## src/rtl/core/deq_pkg.sv

```systemverilog
package deq_pkg;

    localparam int DEPTH    = 64;
    localparam int ADDR_W   = $clog2(DEPTH);
    localparam int CNT_W    = $clog2(DEPTH + 1);
    localparam int DATA_W   = 32;
    localparam int ACTION_W = 3;
    localparam int STATUS_W = 2;
    localparam int OCC_W    = 7;

    typedef enum logic [ACTION_W-1:0] {
        ACT_PUSH_FRONT = 3'd0,
        ACT_PUSH_BACK  = 3'd1,
        ACT_POP_FRONT  = 3'd2,
        ACT_POP_BACK   = 3'd3,
        ACT_LIST       = 3'd4
    } action_t;

    typedef enum logic [STATUS_W-1:0] {
        ST_OK    = 2'd0,
        ST_EMPTY = 2'd1,
        ST_FULL  = 2'd2
    } status_t;

    typedef enum logic [1:0] {
        RD_FRONT = 2'd0,
        RD_BACK  = 2'd1,
        RD_NEXT  = 2'd2
    } rd_sel_t;

    typedef struct packed {
        logic    load;
        logic    rd_en;
        rd_sel_t rd_sel;
        logic    commit;
        logic    advance;
        logic    out_load;
        status_t out_status;
        logic    out_from_ram;
        logic    out_last;
    } cmd_t;

    typedef struct packed {
        logic    in_legal;
        action_t act;
        logic    empty;
        logic    full;
        logic    list_last;
        logic    out_free;
    } sts_t;

    // ring slot of base + off, both below DEPTH
    function automatic logic [ADDR_W-1:0] slot_add(input logic [ADDR_W-1:0] base,
                                                   input logic [ADDR_W-1:0] off);
        logic [ADDR_W:0] sum;
        sum = {1'b0, base} + {1'b0, off};
        if (sum >= (ADDR_W+1)'(DEPTH)) begin
            sum = sum - (ADDR_W+1)'(DEPTH);
        end
        return sum[ADDR_W-1:0];
    endfunction

endpackage

```

## src/rtl/core/deq_ram.sv

```systemverilog
module deq_ram #(
    parameter int WIDTH = 32,
    parameter int DEPTH = 64
) (
    input  logic                     aclk,
    input  logic                     wr_en,
    input  logic [$clog2(DEPTH)-1:0] wr_addr,
    input  logic [WIDTH-1:0]         wr_data,
    input  logic                     rd_en,
    input  logic [$clog2(DEPTH)-1:0] rd_addr,
    output logic [WIDTH-1:0]         rd_data
);

    logic [WIDTH-1:0] mem [DEPTH];

    always_ff @(posedge aclk) begin
        if (wr_en) begin
            mem[wr_addr] <= wr_data;
        end
        if (rd_en) begin
            rd_data <= mem[rd_addr];
        end
    end

endmodule

```

## src/rtl/core/deq_datapath.sv

```systemverilog
module deq_datapath (
    input  logic                                 aclk,
    input  logic                                 aresetn,
    input  deq_pkg::cmd_t                        cmd,
    output deq_pkg::sts_t                        sts,
    input  logic [deq_pkg::ACTION_W-1:0]         s_action,
    input  logic signed [deq_pkg::DATA_W-1:0]    s_value,
    input  logic                                 m_ready,
    output logic                                 m_valid,
    output logic [deq_pkg::STATUS_W-1:0]         m_status,
    output logic signed [deq_pkg::DATA_W-1:0]    m_item,
    output logic                                 m_last,
    output logic [deq_pkg::OCC_W-1:0]            m_occupancy
);

    localparam int AW = deq_pkg::ADDR_W;
    localparam int CW = deq_pkg::CNT_W;
    localparam int DW = deq_pkg::DATA_W;

    deq_pkg::action_t           act_reg, act_next;
    logic [DW-1:0]              value_reg, value_next;
    logic [AW-1:0]              front_reg, front_next;
    logic [CW-1:0]              count_reg, count_next;
    logic [AW-1:0]              idx_reg, idx_next;
    logic                       m_valid_reg, m_valid_next;
    deq_pkg::status_t           status_reg, status_next;
    logic [DW-1:0]              item_reg, item_next;
    logic                       last_reg, last_next;
    logic [deq_pkg::OCC_W-1:0]  occ_reg, occ_next;

    logic [AW-1:0] rd_off, rd_addr, wr_addr, pf_slot;
    logic [DW-1:0] rd_data;
    logic          wr_en;
    logic          is_push;

    assign is_push = (act_reg == deq_pkg::ACT_PUSH_FRONT) || (act_reg == deq_pkg::ACT_PUSH_BACK);

    assign sts.in_legal  = s_action inside {deq_pkg::ACT_PUSH_FRONT, deq_pkg::ACT_PUSH_BACK,
                                            deq_pkg::ACT_POP_FRONT, deq_pkg::ACT_POP_BACK,
                                            deq_pkg::ACT_LIST};
    assign sts.act       = act_reg;
    assign sts.empty     = (count_reg == '0);
    assign sts.full      = (count_reg == CW'(deq_pkg::DEPTH));
    assign sts.list_last = ((CW'(idx_reg) + CW'(1)) == count_reg);
    assign sts.out_free  = !m_valid_reg || m_ready;

    always_comb begin
        case (cmd.rd_sel)
            deq_pkg::RD_FRONT: rd_off = '0;
            deq_pkg::RD_BACK:  rd_off = AW'(count_reg - CW'(1));
            deq_pkg::RD_NEXT:  rd_off = idx_reg + AW'(1);
            default:           rd_off = '0;
        endcase
    end

    assign rd_addr = deq_pkg::slot_add(front_reg, rd_off);
    assign pf_slot = (front_reg == '0) ? AW'(deq_pkg::DEPTH - 1) : front_reg - AW'(1);
    assign wr_en   = cmd.commit && is_push;
    assign wr_addr = (act_reg == deq_pkg::ACT_PUSH_FRONT) ? pf_slot
                                                          : deq_pkg::slot_add(front_reg, AW'(count_reg));

    deq_ram #(
        .WIDTH (DW),
        .DEPTH (deq_pkg::DEPTH)
    ) u_ram (
        .aclk    (aclk),
        .wr_en   (wr_en),
        .wr_addr (wr_addr),
        .wr_data (value_reg),
        .rd_en   (cmd.rd_en),
        .rd_addr (rd_addr),
        .rd_data (rd_data)
    );

    always_comb begin
        act_next   = act_reg;
        value_next = value_reg;
        if (cmd.load) begin
            act_next   = deq_pkg::action_t'(s_action);
            value_next = s_value;
        end

        front_next = front_reg;
        count_next = count_reg;
        if (cmd.commit) begin
            case (act_reg)
                deq_pkg::ACT_PUSH_FRONT: begin
                    front_next = pf_slot;
                    count_next = count_reg + CW'(1);
                end
                deq_pkg::ACT_PUSH_BACK: begin
                    count_next = count_reg + CW'(1);
                end
                deq_pkg::ACT_POP_FRONT: begin
                    front_next = deq_pkg::slot_add(front_reg, AW'(1));
                    count_next = count_reg - CW'(1);
                end
                deq_pkg::ACT_POP_BACK: begin
                    count_next = count_reg - CW'(1);
                end
                default: begin
                    count_next = count_reg;
                end
            endcase
        end

        idx_next = idx_reg;
        if (cmd.load) begin
            idx_next = '0;
        end else if (cmd.advance) begin
            idx_next = idx_reg + AW'(1);
        end

        m_valid_next = m_valid_reg;
        status_next  = status_reg;
        item_next    = item_reg;
        last_next    = last_reg;
        occ_next     = occ_reg;
        if (cmd.out_load) begin
            m_valid_next = 1'b1;
            status_next  = cmd.out_status;
            item_next    = cmd.out_from_ram ? rd_data : '0;
            last_next    = cmd.out_last;
            occ_next     = deq_pkg::OCC_W'(count_next);
        end else if (m_ready) begin
            m_valid_next = 1'b0;
        end
    end

    always_ff @(posedge aclk) begin
        if (!aresetn) begin
            front_reg   <= '0;
            count_reg   <= '0;
            m_valid_reg <= 1'b0;
        end else begin
            front_reg   <= front_next;
            count_reg   <= count_next;
            m_valid_reg <= m_valid_next;
        end
    end

    always_ff @(posedge aclk) begin
        act_reg    <= act_next;
        value_reg  <= value_next;
        idx_reg    <= idx_next;
        status_reg <= status_next;
        item_reg   <= item_next;
        last_reg   <= last_next;
        occ_reg    <= occ_next;
    end

    assign m_valid     = m_valid_reg;
    assign m_status    = status_reg;
    assign m_item      = item_reg;
    assign m_last      = last_reg;
    assign m_occupancy = occ_reg;

    a_count_bound: assert property (@(posedge aclk) disable iff (!aresetn)
        count_reg <= CW'(deq_pkg::DEPTH))
        else $error("entry count above depth");

    a_push_not_full: assert property (@(posedge aclk) disable iff (!aresetn)
        wr_en |-> !sts.full)
        else $error("write into a full ring");

    a_pop_not_empty: assert property (@(posedge aclk) disable iff (!aresetn)
        (cmd.commit && !is_push) |-> !sts.empty)
        else $error("removal from an empty ring");

endmodule

```

## src/rtl/core/deq_ctrl.sv

```systemverilog
module deq_ctrl (
    input  logic          aclk,
    input  logic          aresetn,
    input  logic          s_valid,
    output logic          s_ready,
    input  deq_pkg::sts_t sts,
    output deq_pkg::cmd_t cmd
);

    typedef enum logic [2:0] {
        S_IDLE = 3'b001,
        S_EXEC = 3'b010,
        S_READ = 3'b100
    } state_t;

    state_t state_reg, state_next;

    always_comb begin
        cmd        = '0;
        s_ready    = 1'b0;
        state_next = state_reg;
        case (state_reg)
            S_IDLE: begin
                s_ready = 1'b1;
                if (s_valid) begin
                    cmd.load = 1'b1;
                    // unused action codes are dropped without a result
                    if (sts.in_legal) begin
                        state_next = S_EXEC;
                    end
                end
            end
            S_EXEC: begin
                case (sts.act)
                    deq_pkg::ACT_PUSH_FRONT, deq_pkg::ACT_PUSH_BACK: begin
                        if (sts.out_free) begin
                            cmd.out_load   = 1'b1;
                            cmd.out_status = sts.full ? deq_pkg::ST_FULL : deq_pkg::ST_OK;
                            cmd.out_last   = 1'b1;
                            cmd.commit     = !sts.full;
                            state_next     = S_IDLE;
                        end
                    end
                    deq_pkg::ACT_POP_FRONT, deq_pkg::ACT_POP_BACK, deq_pkg::ACT_LIST: begin
                        if (sts.empty) begin
                            if (sts.out_free) begin
                                cmd.out_load   = 1'b1;
                                cmd.out_status = deq_pkg::ST_EMPTY;
                                cmd.out_last   = 1'b1;
                                state_next     = S_IDLE;
                            end
                        end else begin
                            cmd.rd_en  = 1'b1;
                            cmd.rd_sel = (sts.act == deq_pkg::ACT_POP_BACK) ? deq_pkg::RD_BACK
                                                                            : deq_pkg::RD_FRONT;
                            state_next = S_READ;
                        end
                    end
                    default: begin
                        state_next = S_IDLE;
                    end
                endcase
            end
            S_READ: begin
                if (sts.out_free) begin
                    cmd.out_load     = 1'b1;
                    cmd.out_status   = deq_pkg::ST_OK;
                    cmd.out_from_ram = 1'b1;
                    if (sts.act == deq_pkg::ACT_LIST) begin
                        cmd.out_last = sts.list_last;
                        if (sts.list_last) begin
                            state_next = S_IDLE;
                        end else begin
                            // fetch the next entry while this beat goes out
                            cmd.advance = 1'b1;
                            cmd.rd_en   = 1'b1;
                            cmd.rd_sel  = deq_pkg::RD_NEXT;
                        end
                    end else begin
                        cmd.out_last = 1'b1;
                        cmd.commit   = 1'b1;
                        state_next   = S_IDLE;
                    end
                end
            end
            default: begin
                state_next = S_IDLE;
            end
        endcase
    end

    always_ff @(posedge aclk) begin
        if (!aresetn) begin
            state_reg <= S_IDLE;
        end else begin
            state_reg <= state_next;
        end
    end

    a_out_free: assert property (@(posedge aclk) disable iff (!aresetn)
        cmd.out_load |-> sts.out_free)
        else $error("result loaded over a waiting beat");

    a_accept_exec: assert property (@(posedge aclk) disable iff (!aresetn)
        (s_valid && s_ready && sts.in_legal) |=> (state_reg == S_EXEC))
        else $error("accepted item not executed");

    a_read_from_fetch: assert property (@(posedge aclk) disable iff (!aresetn)
        (state_reg == S_READ && $past(state_reg) == S_EXEC) |-> $past(cmd.rd_en))
        else $error("read state entered without a fetch");

endmodule

```

## src/rtl/core/double_ended_queue_unit.sv

```systemverilog
// channel   dir  handshake          payload
// s_        in   s_valid/s_ready    s_action[2:0], s_value[31:0] signed
// m_        out  m_valid/m_ready    m_status[1:0], m_item[31:0] signed, m_last, m_occupancy[6:0]
//
// one item at a time, taken in S_IDLE; a push, or a pop or list of an empty queue, passes S_EXEC
// a pop passes S_EXEC then S_READ, a list S_READ once per held entry, an unused action code neither
// pops and lists need S_READ because the read port of the 64-entry ring ram is registered
// aresetn clears front index, count and the output valid flag; ring contents are not cleared
// a new item is taken while the previous result beat still waits on m_ready
// a stalled m_ready holds the controller before it loads the next beat
module double_ended_queue_unit (
    input  logic                              aclk,
    input  logic                              aresetn,
    input  logic                              s_valid,
    output logic                              s_ready,
    input  logic [deq_pkg::ACTION_W-1:0]      s_action,
    input  logic signed [deq_pkg::DATA_W-1:0] s_value,
    output logic                              m_valid,
    input  logic                              m_ready,
    output logic [deq_pkg::STATUS_W-1:0]      m_status,
    output logic signed [deq_pkg::DATA_W-1:0] m_item,
    output logic                              m_last,
    output logic [deq_pkg::OCC_W-1:0]         m_occupancy
);

    deq_pkg::cmd_t cmd;
    deq_pkg::sts_t sts;

    deq_ctrl u_ctrl (
        .aclk    (aclk),
        .aresetn (aresetn),
        .s_valid (s_valid),
        .s_ready (s_ready),
        .sts     (sts),
        .cmd     (cmd)
    );

    deq_datapath u_datapath (
        .aclk        (aclk),
        .aresetn     (aresetn),
        .cmd         (cmd),
        .sts         (sts),
        .s_action    (s_action),
        .s_value     (s_value),
        .m_ready     (m_ready),
        .m_valid     (m_valid),
        .m_status    (m_status),
        .m_item      (m_item),
        .m_last      (m_last),
        .m_occupancy (m_occupancy)
    );

endmodule
```

## config.mk

```make
export PLATFORM = sky130hd
export DESIGN_NAME = double_ended_queue_unit
export DESIGN_NICKNAME = d
export VERILOG_FILES = /design/src/rtl/core/deq_pkg.sv /design/src/rtl/core/deq_ram.sv /design/src/rtl/core/deq_datapath.sv /design/src/rtl/core/deq_ctrl.sv /design/src/rtl/core/double_ended_queue_unit.sv
export SDC_FILE = /design/constraint.sdc
export NUM_CORES = 2
export LEC_CHECK = 0
export BUFFER_PORTS_ARGS = -buffer_cell sky130_fd_sc_hd__buf_2
export CAP_MARGIN = 20
export CORE_MARGIN = 3
export CORE_UTILIZATION = 50
export CTS_CLUSTER_DIAMETER = 150
export DETAILED_ROUTE_END_ITERATION = 6
export PLACE_DENSITY = 0.62
export SETUP_SLACK_MARGIN = 0.1
export SLEW_MARGIN = 20
export SYNTH_ARGS = -nofsm -noshare
export SYNTH_HDL_FRONTEND = slang
export SYNTH_SLANG_ARGS = --single-unit
export TNS_END_PERCENT = 100
```

## constraint.sdc

```tcl
create_clock -name aclk -period 13.15 [get_ports aclk]
set_input_delay 2.63 -clock aclk [delete_from_list [all_inputs] [get_ports aclk]]
set_output_delay 2.63 -clock aclk [all_outputs]
set_load 0.005 [all_outputs]
```

# Yosys cells after proc, flatten, opt, wreduce, memory -nomap -nowiden
# Memories as Yosys holds them, arrays and structs flattened. A register that Yosys moved wholly into a read port is not among the register bits.
# Index checks and enable logic that the tools add are counted.
[op_classes] n_addsub=11 magnitude_cmp=3 eq_ne=19 muxes=50 n_reduce_logical=17
[ops] op="$mux 3" n=14
[ops] op="$mux 6" n=5
[ops] op="$pmux 6 s2" n=2
[ops] op="$sub 6x1->6 const B" n=4
[ops] op="$ge 7x7->1 const B" n=3
[ops] op="$mux 1" n=18
[ops] op="$pmux 3 s2" n=3
[ops] op="$eq 3x2->1 const B" n=5
[ops] op="$add 6x1->7 const B" n=2
[ops] op="$add 6x6->7" n=2
[ops] op="$pmux 7 s2" n=1
[ops] op="$mux 10" n=1
[ops] op="$eq 3x1->1 const B" n=3
[ops] op="$eq 3x3->1 const B" n=3
[ops] op="$pmux 3 s3" n=1
[ops] op="$pmux 4 s2" n=1
[ops] op="$add 7x1->7 const B" n=1
[ops] op="$eq 7x7->1" n=1
[ops] op="$eq 7x7->1 const B" n=1
[ops] op="$logic_not 7->1" n=1
[ops] op="$mux 7" n=1
[ops] op="$sub 7x1->7 const B" n=1
[ops] op="$add 6x1->6 const B" n=1
[ops] op="$logic_not 3->1" n=2
[ops] op="other kinds (16)" n=23
[totals] register_bits=100 ram_bits=2048 in_bits=39 out_inout_bits=44 wordCells=112 memories=1
[memory_table] name="u_datapath.u_ram.mem" words=64 word_bits=32 read_ports=1 rd_clocked_by_memory_dff=1 wr=1 line="deq_ram.sv:14" source="logic [WIDTH-1:0] mem [DEPTH];"

# Logic depth before layout (Yosys ltp)
[depth] word_depth=11 ltp_mapped=21 depth_no_buf=19

# Modules after synthesis
# From an unflattened synthesis, not the netlist that was laid out.
[unflattened] hier_cells=3744 hier_area_um2=83791.6
[by_module_without_submodules] mod="deq_ram" instances=1 cells_per_inst=3324 area_each_um2=78835.6 seq_area_each_um2=62459.9
[by_module_without_submodules] mod="deq_datapath" instances=1 cells_per_inst=376 area_each_um2=4631.9 seq_area_each_um2=2712.6
[by_module_without_submodules] mod="deq_ctrl" instances=1 cells_per_inst=44 area_each_um2=324.1 seq_area_each_um2=60.1

# Worst setup path before layout
# Ideal clock, no wire load.
[synth_timing] path_kind="input-to-reg" startpoint="input port m_ready" endpoint="register u_datapath.u_ram.rd_data[0] (read register of u_datapath.u_ram.mem) (data pin)" setup_time_ps=271 arrival_time_ps=6056 required_ps=12879 slack_ps=6823 stages=18 path_buffers=5 cell_sequence="nand2b_1 -> clkbuf_1 -> and2_1 -> nand2_1 -> ha_1 -> a22oi_1 -> nor2_1 -> ha_1 -> fa_1 -> buf_2 -> buf_2 -> clkbuf_1 -> clkbuf_1 -> mux4_2 -> nand2_1 -> nand3_1 -> nand4_1 -> o211ai_1"
[synth_between] elab_chain_cells=8 word_cells_on_any_way=10 classes_between="add/sub (2); order compare (1); eq/ne (2); mux (4); reduce/logical (1)"
[synth_rtl] item="start, declared" line="double_ended_queue_unit.sv:19" source="input logic m_ready,"
[synth_rtl] item="$logic_or 1x1->1 (*)" line="deq_datapath.sv:45" source="assign sts.out_free = !m_valid_reg || m_ready;"
[synth_rtl] item="$mux 10 (*)" line="deq_ctrl.sv:65" source="if (sts.out_free) begin"
[synth_rtl] item="$pmux 4 s2 (*)" line="deq_ctrl.sv:22" source="case (state_reg)"
[synth_rtl] item="$eq 2x2->1 or $eq 2x1->1 (tied branches)" line="deq_datapath.sv:48" source="case (cmd.rd_sel)"
[synth_rtl] item="$pmux 6 s2" line="deq_datapath.sv:48"
[synth_rtl] item="$add 6x6->7" line="deq_pkg.sv:56" source="sum = {1'b0, base} + {1'b0, off};"
[synth_rtl] item="$sub 6x1->6 or $ge 7x7->1 (tied branches)" line="deq_pkg.sv:58, deq_pkg.sv:57"
[synth_rtl] item="$mux 6" line="deq_pkg.sv:57" source="if (sum >= (ADDR_W+1)'(DEPTH)) begin"
[synth_rtl] item="end, declared" line="deq_ram.sv:11" source="output logic [WIDTH-1:0] rd_data"
# Every way passes the cells marked *; elsewhere a longest branch is shown, timed or not.
# A chain may end at the register's enable or synchronous reset.

# Final worst setup path
[layout_timing] startpoint="input port m_ready" endpoint="register u_datapath.u_ram.rd_data[17] (read register of u_datapath.u_ram.mem) (data pin)"
# Same word-level chain as after synthesis.

==> reports/qor.txt <==
Outcome: completed
Gate power share: 3.0%
Drc violations: 0
WP data arrival: 9170 ps
R2r startpoint: u_datapath.idx_reg[0]$_SDFFE_PP0N_
Synth unique cells: 65
Post-DP Area: 88780 um2
Maxcap violations: 0
Min cycle time layout: 8483 ps
Setup Buffers After CTS: 0
Max Clk Rate: 117.9 MHz
Vias in the first global route: 43455
Initial Util: 50.56%
Synth top area share: 76.27%
Grt met1 use: 36.53%
Int Power: 11.37 mW
Top-count cell post-synth: edfxtp_1
Max Fanout on Critical Path: 121
Async SR Flop Fraction: 0%
Max reg flops: 2048
DIE HEIGHT: 418.1 um
Most instantiated cells after synthesis: 2157 x edfxtp_1, 556 x nand2_1, 512 x mux4_2
Post-route insts no fill: 6843
Worst-Margin Slew: 1153 ps
Peak VDD IR: 141.1 uV
Vias after detailed routing: 43228
Area leader, netlist: edfxtp_1
Chip width: 418.1 um
EDFF count, synth: 2157
Startpoint class of the critical path: input port
Worst reg-to-reg setup slack: 5560 ps
Synth Cell Area: 84930 um2
Avg Cell Area, Syn: 19.98 um2
Sequential Power Share: 54.2%
Clock Skew: 60.08 ps
Top reg by flops: u_datapath.u_ram.mem
Clk sinks: 2180
Layout cells sized above 1: 24.70%
Final setup TNS: 0 ps
Crit Path Category: in2reg
Finish-stage setup viols: 0
Tcrit/Tclk final: 64.51%
Routability congestion estimate: 0.8152
Num CTS Buffers: 216
Worst-path clk slew: 60 ps
Pwr Density: 149.7 nW/um2
GR Layer Usage met2: 39.78%
Max-slew headroom: 22.58%
HPWL Detailed: 117.2 mm
Port Buffers: 82
Post-synthesis sequential element count: 2180
Synth warnings: 0
CTS tree: done
WP data required: 13830 ps
Top FF cell, synth: edfxtp_1
Syn_nets: 4310
CP startpoint: m_ready
Clock Latency Late Sink: 870 ps
WL/cell: 33.02 um
CTS Hold Bufs: 0
Switching Fraction: 20.77%
GR peak layer: met2
HP Class: reg2reg
Mapped Cells: 4251
Die ar.: 174800 um2
Switching pwr: 2.982 mW
Area delta synth->final: 12.93%
Sequential area share after synthesis: 76.81%
Vias per cell: 6.317
Met3 Track Usage GR: 7.194%
LEAKAGE: 29.81 nW
Largest net degree at the start of global routing: 129
Clock share of power: 42.7%
First-pass GRT wire length: 322.0 mm
I/O pin cnt: 83
Clock Tree Root: clkbuf_16
Initial antenna violation count: 25
Initial DRC Count: 5897
CORE AREA: 168000 um2
Smallest hold slack: 523.5 ps
CTS resizes: 0
Critical path endpoint category: flop
Final ANT Viol Nets: 0
DP Cell Count: 6433
Critical R2R Capture: u_datapath.u_ram.rd_data[17]$_DFFE_PP_
Tot GR Track Use: 26.16%
R2R cell count: 20
Fin nets: 4508
Max Slew Vio Count: 0
Placement row count: 150
1st-pass router iterations: 5
Global route overflow: 0
RSZ-0062 raised after global routing: false
Final design instance area without fill: 95910 um2
Hold Fails Final Rpt: 0
Final Routed Wirelength: 225.9 mm
Worst setup endpoint: u_datapath.u_ram.rd_data[17]$_DFFE_PP_
Maximum root-to-sink buffer count: 3
Htree depth: 4
Synth top area cells: edfxtp_1 76%, mux4_2 14%, nand2_1 2.5%
-- metrics by stage --
| step | total power [mW] | util [%] | setup WS, ps |
|---|---|---|---|
| 4_1_cts | 14.46 | 57.05 | 4402 |
| 3_3_place_gp | 8.358 | 52.85 | 3544 |
| 5_1_grt | 14.76 | 57.09 | 4180 |
| 6_report | 14.36 | 57.10 | 4667 |
| 2_1_floorplan | 8.139 | - | 6823 |
| 3_5_place_dp | 8.371 | 52.85 | 3489 |
-- power by group through the flow --
stage                     Sequential (mW)  Combinational, mW  Clock [mW]
after floorplan                      8.03              0.110           0
after global placement               7.93              0.425           0
after detailed placement             7.93              0.437           0
after CTS                            7.79              0.436        6.23
after global routing                 7.78              0.463        6.51
final                                7.79              0.433        6.14
-- worst max-delay path, cell delays in order --
cell and delay, ps:
buf_2 80, nand2b_1 100, buf_4 410, and2_1 270, nand2_1 150, ha_1 330, a22oi_1 210, nor2_1 90
ha_4 170, fa_4 1290, buf_12 500, buf_12 580, mux4_2 340, nand2_1 50, and3_1 240, a311oi_1 750
mux2i_1 520, o211ai_1 210
-- cells by family (layout without fill, tap and decap cells) --
group | after synthesis | count (layout) | share of synthesized area (%)
DFF | 2180 | 2180 | 76.81
and+or+nand+nor | 1021 | 1021 | 5.368
muxes | 547 | 547 | 14.00
buffers and inverters | 260 | 644 | 1.382
AOI/OAI and AO/OA | 186 | 186 | 1.687
xor gates and xnor gates | 37 | 37 | 0.4464
adders and majority gates | 20 | 20 | 0.3123
other | 0 | 4 | 0
-- worst min-delay path by stage --
stage	slack [ps]	end	cells past startpoint	from
after global routing	540	u_ctrl.state_reg[1]$_SDFFE_PN0P_	1	u_ctrl.state_reg[2]$_SDFFE_PN0P_
after CTS	520	u_ctrl.state_reg[1]$_SDFFE_PN0P_	1	u_ctrl.state_reg[2]$_SDFFE_PN0P_
after detailed placement	520	u_ctrl.state_reg[1]$_SDFFE_PN0P_	1	u_ctrl.state_reg[2]$_SDFFE_PN0P_
final	520	u_ctrl.state_reg[1]$_SDFFE_PN0P_	1	u_ctrl.state_reg[2]$_SDFFE_PN0P_
after global placement	500	u_datapath.idx_reg[1]$_SDFFE_PP0N_	2	u_datapath.idx_reg[1]$_SDFFE_PP0N_
after floorplan	460	u_ctrl.state_reg[1]$_SDFFE_PN0P_	1	u_ctrl.state_reg[2]$_SDFFE_PN0P_
-- routing by layer --
metal	part of all wire, %	wire [um]	vias to the layer above
met3	10	23340	356
li1	-	-	17729
met5	0.039	88	-
met4	3.6	8167	14
met2	47	105200	2158
met1	39	89090	22971
-- cell type report --
class,instances,area (um2)
fillers,12338,72060
flip-flops and latches,2180,65230
multi-input cells,1811,19140
clock buffers,260,5592
well taps,2204,2758
repair buffers,227,1669
clock inverters,144,1463
inverters,13,48.80
diodes,4,10.01
-- cells in the final DEF, fill, tap and decap left out, drive strengths merged, types with 6 or more instances in the layout --
cell	count
xor2	21
a21oi	15
nand4	32
edfxtp	2157
nand2b	9
bufinv	25
xnor2	12
a22oi	11
a21o	8
a31oi	6
ha	18
buf	227
mux4	512
a311oi	65
nand3	171
inv	22
nor3	8
nand2	556
clkinvlp	7
nor2	110
nor2b	6
and2	11
mux2i	34
and3	98
dfxtp	23
o211ai	34
o21ai	13
o22ai	7
clkbuf	260
clkinv	103
Power figures use the tool's default switching activity.
